$ cat config.mk
export PLATFORM = sky130hd
export DESIGN_NAME = wall_follow_pid_steering
export DESIGN_NICKNAME = d
export VERILOG_FILES = /design/src/sv/wfps_pkg.sv /design/src/sv/wfps_mul.sv /design/src/sv/wfps_div.sv /design/src/sv/wall_follow_pid_steering.sv
export SDC_FILE = /design/constraint.sdc
export NUM_CORES = 2
export LEC_CHECK = 0
export BUFFER_PORTS_ARGS = -buffer_cell sky130_fd_sc_hd__buf_4
export CAP_MARGIN = 20
export CORE_ASPECT_RATIO = 0.5
export CORE_MARGIN = 3
export CORE_UTILIZATION = 66
export CTS_CLUSTER_DIAMETER = 80
export DETAILED_ROUTE_END_ITERATION = 10
export PLACE_DENSITY = 0.83
export RECOVER_POWER = 25
export REMOVE_ABC_BUFFERS = 1
export SLEW_MARGIN = 20
export SYNTH_ARGS = -nofsm -noshare
export SYNTH_HDL_FRONTEND = slang
export SYNTH_HIERARCHICAL = 1
export SYNTH_SLANG_ARGS = --single-unit
$ cat constraint.sdc
create_clock -name clk_i -period 15.87 [get_ports clk_i]
set_input_delay 3.174 -clock clk_i [delete_from_list [all_inputs] [get_ports clk_i]]
set_output_delay 3.174 -clock clk_i [all_outputs]
set_load 0.005 [all_outputs]
$ cat src/sv/wfps_pkg.sv
`timescale 1ns / 1ps
// Shared types and constants of the two-beam wall-following steering block.
// No dependencies; imported by every module of the block.
package wfps_pkg;

  // Q16 trigonometric constants for the 57 degree beam and CORDIC gain
  localparam logic [19:0] Sin57Q16      = 20'd54963;
  localparam logic [19:0] Cos57Q16      = 20'd35694;
  localparam logic [19:0] CordicInvGain = 20'd39796;

  // error and integral saturation bounds
  localparam logic signed [63:0] ErrMax = 64'sd131071;
  localparam logic signed [63:0] ErrMin = -64'sd131072;
  localparam logic signed [39:0] IntegMax = {1'b0, {39{1'b1}}};
  localparam logic signed [39:0] IntegMin = {1'b1, {39{1'b0}}};

  // steering scale: total / 5120 as (|total| >> 10) / 5, the divide by five
  // done as a multiply by ceil(2^18 / 5) followed by a shift by 18
  localparam logic [19:0] Div5Recip = 20'd52429;

  // shared datapath widths
  localparam int MulAW  = 36;
  localparam int MulBW  = 20;
  localparam int DivDW  = 64;
  localparam int DivVW  = 36;

  // configuration register indexes
  typedef enum logic [3:0] {
    REG_DESIRED  = 4'd0,
    REG_GAIN_P   = 4'd1,
    REG_GAIN_D   = 4'd2,
    REG_GAIN_I   = 4'd3,
    REG_CRUISE   = 4'd4,
    REG_TURN     = 4'd5,
    REG_LIMIT    = 4'd6,
    REG_SLOW     = 4'd7
  } cfg_reg_e;

  // sequencer states
  typedef enum logic [17:0] {
    ST_IDLE  = 18'b000000000000000001,
    ST_MX    = 18'b000000000000000010,
    ST_MY    = 18'b000000000000000100,
    ST_CINIT = 18'b000000000000001000,
    ST_CORD  = 18'b000000000000010000,
    ST_RLO   = 18'b000000000000100000,
    ST_RHI   = 18'b000000000001000000,
    ST_RSUM  = 18'b000000000010000000,
    ST_NUM1  = 18'b000000000100000000,
    ST_NUM2  = 18'b000000001000000000,
    ST_DIVD  = 18'b000000010000000000,
    ST_P1    = 18'b000000100000000000,
    ST_P2    = 18'b000001000000000000,
    ST_P3    = 18'b000010000000000000,
    ST_P4    = 18'b000100000000000000,
    ST_P5    = 18'b001000000000000000,
    ST_DIVS  = 18'b010000000000000000,
    ST_FIN   = 18'b100000000000000000
  } state_e;

endpackage

$ cat src/sv/wfps_mul.sv
`timescale 1ns / 1ps
// Shared signed multiplier with a registered product.
// Depends on wfps_pkg for operand widths.
module wfps_mul (
  input  logic                                  clk_i,
  input  logic signed [wfps_pkg::MulAW-1:0]     op_a_i,
  input  logic signed [wfps_pkg::MulBW-1:0]     op_b_i,
  output logic signed [wfps_pkg::MulAW+wfps_pkg::MulBW-1:0] prod_o
);
  import wfps_pkg::*;

  logic signed [MulAW+MulBW-1:0] prod_q;

  // register every product
  always_ff @(posedge clk_i) begin
    prod_q <= op_a_i * op_b_i;
  end

  assign prod_o = prod_q;

endmodule

$ cat src/sv/wfps_div.sv
`timescale 1ns / 1ps
// Radix-2 restoring unsigned divider, one quotient bit per cycle.
// Depends on wfps_pkg for default widths.
module wfps_div #(
  parameter int DW = 64,
  parameter int VW = 36
) (
  input  logic          clk_i,
  input  logic          rst_ni,
  input  logic          start_i,
  input  logic [DW-1:0] dividend_i,
  input  logic [VW-1:0] divisor_i,
  output logic          done_o,
  output logic [DW-1:0] quot_o
);
  import wfps_pkg::*;

  localparam int CW = $clog2(DW);

  logic          busy_q, busy_d;
  logic          done_q, done_d;
  logic [CW-1:0] cnt_q, cnt_d;
  logic [VW-1:0] rem_q, rem_d;
  logic [VW-1:0] div_q, div_d;
  logic [DW-1:0] quot_q, quot_d;
  logic [VW:0]   shifted;
  logic [VW:0]   trial;

  // one restoring step: shift in next dividend bit, subtract if it fits
  always_comb begin
    busy_d  = busy_q;
    done_d  = 1'b0;
    cnt_d   = cnt_q;
    rem_d   = rem_q;
    div_d   = div_q;
    quot_d  = quot_q;
    shifted = {rem_q, quot_q[DW-1]};
    trial   = shifted - {1'b0, div_q};
    if (start_i) begin
      busy_d = 1'b1;
      cnt_d  = '0;
      rem_d  = '0;
      div_d  = divisor_i;
      quot_d = dividend_i;
    end else if (busy_q) begin
      if (!trial[VW]) begin
        rem_d  = trial[VW-1:0];
        quot_d = {quot_q[DW-2:0], 1'b1};
      end else begin
        rem_d  = shifted[VW-1:0];
        quot_d = {quot_q[DW-2:0], 1'b0};
      end
      cnt_d = cnt_q + 1'b1;
      if (cnt_q == CW'(DW - 1)) begin
        busy_d = 1'b0;
        done_d = 1'b1;
      end
    end
  end

  always_ff @(posedge clk_i or negedge rst_ni) begin
    if (!rst_ni) begin
      busy_q <= 1'b0;
      done_q <= 1'b0;
      cnt_q  <= '0;
    end else begin
      busy_q <= busy_d;
      done_q <= done_d;
      cnt_q  <= cnt_d;
    end
  end

  always_ff @(posedge clk_i) begin
    rem_q  <= rem_d;
    div_q  <= div_d;
    quot_q <= quot_d;
  end

  assign done_o = done_q;
  assign quot_o = quot_q;

endmodule

$ cat src/sv/wall_follow_pid_steering.sv
`timescale 1ns / 1ps
// Two-beam wall-following PID steering. One scan transaction (square and ahead
// ranges) runs, from acceptance until the input is ready again, through a
// CORDIC vectoring run of one shift-add step per cycle, a handful of passes
// through one shared 36x20 multiplier (the steering scale included, as a
// reciprocal multiply), and one run of the shared radix-2 divider for the
// projection, which dominates. A scan with a zero range skips the geometry.
// The input is not ready while a scan is in work; a finished result waits in
// the output register while the next scan is taken, and a scan that finishes
// before that result is taken holds in its last state.
// Depends on wfps_pkg, wfps_mul and wfps_div.
module wall_follow_pid_steering #(
  parameter int LOOKAHEAD_MM = 1000,
  parameter int CORDIC_STEPS = 16
) (
  input  logic               clk_i,
  input  logic               rst_ni,
  input  logic               in_valid_i,
  output logic               in_ready_o,
  input  logic [15:0]        range_square_i,
  input  logic [15:0]        range_ahead_i,
  output logic               out_valid_o,
  input  logic               out_ready_i,
  output logic signed [11:0] steering_mrad_o,
  output logic [15:0]        speed_mm_s_o,
  output logic signed [17:0] error_mm_o,
  output logic               held_error_o,
  input  logic               cfg_valid_i,
  output logic               cfg_ready_o,
  input  logic [3:0]         cfg_index_i,
  input  logic [15:0]        cfg_data_i
);
  import wfps_pkg::*;

  localparam int CW = (CORDIC_STEPS > 1) ? $clog2(CORDIC_STEPS) : 1;

  // configuration registers
  logic [15:0] desired_q, gain_p_q, gain_d_q, gain_i_q, cruise_q, turn_q;
  logic [10:0] limit_q, slow_q;

  // sequencer and datapath registers
  state_e                state_q, state_d;
  logic [15:0]           b_q, b_d, a_q, a_d;
  logic signed [35:0]    x_q, x_d, y_q, y_d, cx_q, cx_d, cy_q, cy_d;
  logic [35:0]           r_q, r_d;
  logic signed [63:0]    acc_q, acc_d;
  logic                  neg_q, neg_d;
  logic [CW-1:0]         cnt_q, cnt_d;
  logic signed [17:0]    e_q, e_d;
  logic                  held_q, held_d;
  logic signed [18:0]    diff_q, diff_d;
  logic signed [39:0]    newint_q, newint_d;
  logic [10:0]           mag_q, mag_d;
  logic signed [17:0]    last_err_q, last_err_d;
  logic signed [39:0]    integ_q, integ_d;

  // output registers
  logic                  out_valid_q, out_valid_d;
  logic signed [11:0]    steer_q, steer_d;
  logic [15:0]           speed_q, speed_d;
  logic signed [17:0]    err_out_q, err_out_d;
  logic                  held_out_q, held_out_d;

  // shared units
  logic signed [MulAW-1:0]       mul_a;
  logic signed [MulBW-1:0]       mul_b;
  logic signed [MulAW+MulBW-1:0] prod;
  logic signed [63:0]            prod64;
  logic                          div_start;
  logic [DivDW-1:0]              div_dvd;
  logic [DivVW-1:0]              div_dvs;
  logic                          div_done;
  logic [DivDW-1:0]              div_quot;

  // scratch
  logic signed [35:0] sx, sy;
  logic signed [63:0] sum64, dval, eh;
  logic signed [40:0] isum;
  logic [63:0]        tmag;
  logic [13:0]        lim5;

  wfps_mul u_mul (
    .clk_i  (clk_i),
    .op_a_i (mul_a),
    .op_b_i (mul_b),
    .prod_o (prod)
  );

  wfps_div #(
    .DW (DivDW),
    .VW (DivVW)
  ) u_div (
    .clk_i      (clk_i),
    .rst_ni     (rst_ni),
    .start_i    (div_start),
    .dividend_i (div_dvd),
    .divisor_i  (div_dvs),
    .done_o     (div_done),
    .quot_o     (div_quot)
  );

  assign prod64 = {{(64-MulAW-MulBW){prod[MulAW+MulBW-1]}}, prod};

  // sequence one scan through the shared units
  always_comb begin
    state_d     = state_q;
    b_d         = b_q;
    a_d         = a_q;
    x_d         = x_q;
    y_d         = y_q;
    cx_d        = cx_q;
    cy_d        = cy_q;
    r_d         = r_q;
    acc_d       = acc_q;
    neg_d       = neg_q;
    cnt_d       = cnt_q;
    e_d         = e_q;
    held_d      = held_q;
    diff_d      = diff_q;
    newint_d    = newint_q;
    mag_d       = mag_q;
    last_err_d  = last_err_q;
    integ_d     = integ_q;
    out_valid_d = out_valid_q;
    steer_d     = steer_q;
    speed_d     = speed_q;
    err_out_d   = err_out_q;
    held_out_d  = held_out_q;
    mul_a       = '0;
    mul_b       = '0;
    div_start   = 1'b0;
    div_dvd     = '0;
    div_dvs     = '0;
    sx          = cx_q >>> cnt_q;
    sy          = cy_q >>> cnt_q;
    sum64       = '0;
    dval        = '0;
    eh          = '0;
    isum        = '0;
    tmag        = '0;
    lim5        = '0;

    // drop the result once taken
    if (out_valid_q && out_ready_i) begin
      out_valid_d = 1'b0;
    end

    case (state_q)
      ST_IDLE: begin
        if (in_valid_i) begin
          b_d = range_square_i;
          a_d = range_ahead_i;
          if (range_square_i == 16'd0 || range_ahead_i == 16'd0) begin
            e_d     = last_err_q;
            held_d  = 1'b1;
            state_d = ST_P1;
          end else begin
            held_d  = 1'b0;
            state_d = ST_MX;
          end
        end
      end
      ST_MX: begin
        mul_a   = {20'd0, a_q};
        mul_b   = Sin57Q16;
        state_d = ST_MY;
      end
      ST_MY: begin
        x_d     = prod[35:0];
        mul_a   = {20'd0, a_q};
        mul_b   = Cos57Q16;
        state_d = ST_CINIT;
      end
      ST_CINIT: begin
        y_d     = prod[35:0] - $signed({4'd0, b_q, 16'd0});
        cx_d    = x_q;
        cy_d    = prod[35:0] - $signed({4'd0, b_q, 16'd0});
        cnt_d   = '0;
        state_d = ST_CORD;
      end
      ST_CORD: begin
        // rotate the vector toward the x axis
        if (cy_q[35]) begin
          cx_d = cx_q - sy;
          cy_d = cy_q + sx;
        end else begin
          cx_d = cx_q + sy;
          cy_d = cy_q - sx;
        end
        cnt_d = cnt_q + 1'b1;
        if (cnt_q == CW'(CORDIC_STEPS - 1)) begin
          state_d = ST_RLO;
        end
      end
      ST_RLO: begin
        mul_a   = {18'd0, cx_q[17:0]};
        mul_b   = CordicInvGain;
        state_d = ST_RHI;
      end
      ST_RHI: begin
        acc_d   = prod64;
        mul_a   = {{18{cx_q[35]}}, cx_q[35:18]};
        mul_b   = CordicInvGain;
        state_d = ST_RSUM;
      end
      ST_RSUM: begin
        // gain-corrected magnitude, at least one
        sum64 = (acc_q + (prod64 <<< 18)) >>> 16;
        if (sum64 < 64'sd1) begin
          r_d = 36'd1;
        end else begin
          r_d = sum64[35:0];
        end
        mul_a   = x_q;
        mul_b   = {4'd0, b_q};
        state_d = ST_NUM1;
      end
      ST_NUM1: begin
        acc_d   = prod64;
        mul_a   = y_q;
        mul_b   = MulBW'(LOOKAHEAD_MM);
        state_d = ST_NUM2;
      end
      ST_NUM2: begin
        sum64     = acc_q + prod64;
        neg_d     = sum64[63];
        div_start = 1'b1;
        div_dvd   = sum64[63] ? 64'(-sum64) : 64'(sum64);
        div_dvs   = r_q;
        state_d   = ST_DIVD;
      end
      ST_DIVD: begin
        if (div_done) begin
          dval = neg_q ? -$signed(div_quot) : $signed(div_quot);
          eh   = $signed({48'd0, desired_q}) - dval;
          if (eh > ErrMax) begin
            e_d = 18'sh1FFFF;
          end else if (eh < ErrMin) begin
            e_d = 18'sh20000;
          end else begin
            e_d = eh[17:0];
          end
          state_d = ST_P1;
        end
      end
      ST_P1: begin
        diff_d = {e_q[17], e_q} - {last_err_q[17], last_err_q};
        isum   = {integ_q[39], integ_q} + {{23{e_q[17]}}, e_q};
        if (isum[40] != isum[39]) begin
          newint_d = isum[40] ? IntegMin : IntegMax;
        end else begin
          newint_d = isum[39:0];
        end
        mul_a   = {{18{e_q[17]}}, e_q};
        mul_b   = {4'd0, gain_p_q};
        state_d = ST_P2;
      end
      ST_P2: begin
        acc_d   = (prod64 <<< 4) + (prod64 <<< 2);
        mul_a   = {{17{diff_q[18]}}, diff_q};
        mul_b   = {4'd0, gain_d_q};
        state_d = ST_P3;
      end
      ST_P3: begin
        acc_d   = acc_q + (prod64 <<< 8) + (prod64 <<< 7) + (prod64 <<< 4);
        mul_a   = {16'd0, newint_q[19:0]};
        mul_b   = {4'd0, gain_i_q};
        state_d = ST_P4;
      end
      ST_P4: begin
        acc_d   = acc_q + prod64;
        mul_a   = {{16{newint_q[39]}}, newint_q[39:20]};
        mul_b   = {4'd0, gain_i_q};
        state_d = ST_P5;
      end
      ST_P5: begin
        // scale the magnitude by 1/5120; past the limit, feed five times the limit
        sum64 = acc_q + (prod64 <<< 20);
        neg_d = sum64[63];
        tmag  = sum64[63] ? 64'(-sum64) : 64'(sum64);
        lim5  = {1'b0, limit_q, 2'b00} + {3'd0, limit_q};
        if (tmag[63:10] >= {40'd0, lim5 + 14'd5}) begin
          mul_a = {22'd0, lim5};
        end else begin
          mul_a = {22'd0, tmag[23:10]};
        end
        mul_b   = Div5Recip;
        state_d = ST_DIVS;
      end
      ST_DIVS: begin
        // take the clamped steering magnitude
        mag_d   = prod[28:18];
        state_d = ST_FIN;
      end
      ST_FIN: begin
        if (!out_valid_q || out_ready_i) begin
          out_valid_d = 1'b1;
          steer_d     = neg_q ? -$signed({1'b0, mag_q}) : $signed({1'b0, mag_q});
          speed_d     = (mag_q > slow_q) ? turn_q : cruise_q;
          err_out_d   = e_q;
          held_out_d  = held_q;
          last_err_d  = e_q;
          integ_d     = newint_q;
          state_d     = ST_IDLE;
        end
      end
      default: begin
        state_d = ST_IDLE;
      end
    endcase
  end

  // control state and PID history
  always_ff @(posedge clk_i or negedge rst_ni) begin
    if (!rst_ni) begin
      state_q     <= ST_IDLE;
      out_valid_q <= 1'b0;
      last_err_q  <= '0;
      integ_q     <= '0;
      cnt_q       <= '0;
    end else begin
      state_q     <= state_d;
      out_valid_q <= out_valid_d;
      last_err_q  <= last_err_d;
      integ_q     <= integ_d;
      cnt_q       <= cnt_d;
    end
  end

  // datapath payload
  always_ff @(posedge clk_i) begin
    b_q        <= b_d;
    a_q        <= a_d;
    x_q        <= x_d;
    y_q        <= y_d;
    cx_q       <= cx_d;
    cy_q       <= cy_d;
    r_q        <= r_d;
    acc_q      <= acc_d;
    neg_q      <= neg_d;
    e_q        <= e_d;
    held_q     <= held_d;
    diff_q     <= diff_d;
    newint_q   <= newint_d;
    mag_q      <= mag_d;
    steer_q    <= steer_d;
    speed_q    <= speed_d;
    err_out_q  <= err_out_d;
    held_out_q <= held_out_d;
  end

  // configuration writes
  always_ff @(posedge clk_i or negedge rst_ni) begin
    if (!rst_ni) begin
      desired_q <= 16'd1000;
      gain_p_q  <= 16'd384;
      gain_d_q  <= 16'd307;
      gain_i_q  <= 16'd0;
      cruise_q  <= 16'd5000;
      turn_q    <= 16'd3000;
      limit_q   <= 11'd400;
      slow_q    <= 11'd170;
    end else if (cfg_valid_i) begin
      case (cfg_index_i)
        REG_DESIRED: desired_q <= cfg_data_i;
        REG_GAIN_P:  gain_p_q  <= cfg_data_i;
        REG_GAIN_D:  gain_d_q  <= cfg_data_i;
        REG_GAIN_I:  gain_i_q  <= cfg_data_i;
        REG_CRUISE:  cruise_q  <= cfg_data_i;
        REG_TURN:    turn_q    <= cfg_data_i;
        REG_LIMIT:   limit_q   <= cfg_data_i[10:0];
        REG_SLOW:    slow_q    <= cfg_data_i[10:0];
        default: begin
        end
      endcase
    end
  end

  assign cfg_ready_o     = 1'b1;
  assign in_ready_o      = (state_q == ST_IDLE);
  assign out_valid_o     = out_valid_q;
  assign steering_mrad_o = steer_q;
  assign speed_mm_s_o    = speed_q;
  assign error_mm_o      = err_out_q;
  assign held_error_o    = held_out_q;

endmodule

==> impl_metrics.toml <==
[outcome]
status = "finished, violations left"
violations = "design-rule violations, max-capacitance violations, max-slew violations"

[finish]
final_nets = 12060
layout.cells.non_filler = 12560
fin_util = 0.7077
post-route-cell-area_um2 = 101600
drive_gt1_frac = 0.07798
syn2layout_area_growth_pct = 5.876

[worst_setup_path]
cp-start-kind = "register"
crit_required_ns = 16.46
cp_slowest_stage_delay_ns = 1.24
cp_slowest_cell = "clkbuf_1"
path_max_fanout = 31
critical_path_arrival_ns = 15.73
crit_type = "register to register"
cpMostUsedCell = "fa_1"
end_kind = "register"

[clock_tree]
postCtsSetupBuffers = 0
clk_latency_ns = 0.73
cts.sinks = 812
numCtsBuffers = 81
ctsLongestPathBuffers = 3
path_clk_slew_ns = 0.07
cts_root_buf = "clkbuf_16"
cts.hold.buffers_added = 0
cts_resized = 0
htree_num_levels = 3
cts_tree = "yes"

[routing]
drc = 2
drtPass1Iterations = 11
wl_um = 324200
num_vias = 83850
wl_per_cell_um = 25.81
viasPerCell = 6.675
drt_iter0_markers = 11560
antenna_left = 0

[sta]
holdWs_ns = 0.4483
timing.final.crit_share = 0.9542
setup_tns_ns = 0
hold_viol_final = 0
skew_ns = 0.05622
slew_headroom = -2.196
setup_viol = 0
tightest_slew_ns = 4.793
final_max_slew_viol_count = 754
finalCriticalPeriod_ns = 15.14
rsz0062_at_grt = "no"
fmax_mhz = 66.03

[pwr]
leakage_nw = 44.99
pwr_density_cell_nw_per_um2 = 178.1
ir_drop_mv = 0.1939

[logic_synthesis]
yosysWarnings = 6
ys_seq_area_frac = 0.2341
synth-xor-area-share = 0.06195
synth_top_family_by_area = "adder cells"
synth_area_um2 = 95980
yosys.cell_types.count = 124
ys_async_sr_fraction = 0.2549
synth_top_area_frac = 0.1731
synthAdderAreaFrac = 0.2585
syn_inst = 10590
synth_top_cells_by_area = "fa_1 17%, edfxtp_1 16%, ha_1 8.4%, nand2_1 4.6%, dfrtp_1 4.5%"
synth_top_area_cell = "fa_1"
synth-simple-area-share = 0.1730
synth_compound_area_frac = 0.1638
ys_ff_latch = 812
synth_ff_type = "edfxtp_1"
muxShareOfSynthArea = 0.04854
synth_edf_count = 513
avgSynthCellArea_um2 = 9.061

[place]
io_buffers = 105
postPlaceCellArea_um2 = 98980
place.gp.congestion = 1.081
dp.cells = 12390
dp_hpwl_um = 252000

[grt]
grt_pass1_vias = 79640
overflow = 0
antenna_found_initial = 30
grtUsageTotal = 0.4228
grt_pass1_wl_um = 486400
grt_max_degree = 92

[floorplanning]
core_area_um2 = 143600
start_util = 0.6684
die_area_um2 = 150300
die_y_um = 275.6
die_w_um = 545.3
rows = 98
num_io_pins = 107

[min_path]
hp-class = "register to register"

[job]
maxCapViolCount = 31
==> Yosys cell counts (all sizes together) (57+ instances only) <==
| library cell | n |
|---|---|
| nand3 | 189 |
| nor2 | 613 |
| ha | 648 |
| nand4 | 87 |
| fa | 830 |
| nor3b | 57 |
| a21o | 284 |
| o21a | 82 |
| and3 | 99 |
| nor2b | 85 |
| mux4 | 57 |
| o21ai | 497 |
| a222oi | 70 |
| a21oi | 641 |
| o21bai | 66 |
| a211oi | 83 |
| nor4 | 76 |
| nand2 | 1177 |
| inv | 1052 |
| edfxtp | 513 |
| xnor2 | 416 |
| clkbuf | 412 |
| nor3 | 162 |
| mux2 | 217 |
| and2 | 472 |
| a31oi | 92 |
| nand2b | 95 |
| or3 | 69 |
| xor2 | 262 |
| dfxtp | 92 |
| dfrtp | 174 |
| mux2i | 93 |
==> path summary, 6_finish.rpt <==
| kind | start | endpoint | slack, ns | depth (start not counted) |
|---|---|---|---|---|
| max | u_mul/prod_o[15]$_DFF_P_ | u_mul/prod_o[49]$_DFF_P_ | 0.73 | 52 |
| min | held_q$_DFFE_PP_ | held_error_o$_DFFE_PP_ | 0.45 | 0 |
| max reg2reg | u_mul/prod_o[15]$_DFF_P_ | u_mul/prod_o[49]$_DFF_P_ | 0.73 | 52 |
| min reg2reg | held_q$_DFFE_PP_ | held_error_o$_DFFE_PP_ | 0.45 | 0 |
| max in group asynchronous | rst_ni | cnt_q[3]$_DFFE_PN0P_ | 8.71 | 1 |
| min in group asynchronous | rst_ni | u_div/cnt_q[2]$_DFFE_PN0P_ | 4.13 | 1 |
==> final cells by class <==
class	instances	area, um^2
fillers	11090	41970
clock inverters	51	653.1
well taps	1950	2440
flip-flops and latches	812	22480
inverters	1054	3961
clock buffers	99	2187
repair buffers	284	1899
diodes	18	45.04
multi-input cells	8293	67950
==> kinds of logic (layout without fill, tap and decap cells) <==
logic type / count (synthesis) / count (layout)
compound gates: 2371 / 2371
xor+xnor: 678 / 678
fa+ha+maj: 1487 / 1487
buf+inv: 1513 / 1488
flops: 812 / 812
mux: 367 / 367
other cells: 2 / 46
simple gates: 3362 / 3362
==> sequential cells by signal (all words and copies together), names as in the netlist, 40 cells and up <==
name	cells
integ_q	40
u_div/quot_o	64
acc_q	64
u_mul/prod_o	56
newint_q	40
==> layer usage <==
layer | vias up | wire length [um] | track usage | part of all wire
met3 | 955 | 48840 | 0.1555 | 0.15
li1 | 36860 | - | - | -
met5 | - | 206 | 0 | 0.00064
met1 | 40570 | 126700 | 0.5793 | 0.39
met2 | 5445 | 132600 | 0.6033 | 0.41
met4 | 20 | 15880 | 0.1806 | 0.049
==> cells in the final DEF (no fill, tap or decap), drive strengths merged, types with 99 or more instances in the layout <==
cell    Yosys  routed
and3       99      99
mux2      217     217
ha        648     648
dfrtp     174     174
xnor2     416     416
fa        830     830
edfxtp    513     513
xor2      262     262
buf        47     212
o21ai     497     497
nor2      613     613
a21oi     641     641
nor3      162     162
a21o      284     284
clkbuf    412     171
inv      1052    1062
and2      472     472
nand3     189     189
nand2    1177    1177
==> where the power goes <==
part / total (mW) / switching, mW / internal [mW] / leakage, nW
Clock: 2.12 / 0.968 / 1.15 / 1.38
Sequential: 3.01 / 0.321 / 2.69 / 7.85
Combinational: 13.0 / 8.17 / 4.79 / 35.8
Total: 18.1 / 9.46 / 8.64 / 45.0
==> critical path, delay by kind of cell, from the launching register on <==
family / cells / cell delay, ns
buffers and inverters: 8 / 2.32
and+or+nand+nor: 12 / 2.76
DFF: 1 / 0.33
adders and majority gates: 10 / 4.57
muxes: 1 / 0.27
xor gates and xnor gates: 2 / 0.49
AOI/OAI and AO/OA: 19 / 4.26
==> stage by stage <==
stage                     setup WS (ns)  power, mW
after global routing             0.1618      19.26
after global placement            1.643      15.28
after floorplan                   2.382      11.77
after detailed placement          1.400      15.49
after CTS                         1.317      17.64
final                            0.7262      18.10
Note: power is estimated with default switching activity, not from simulation.
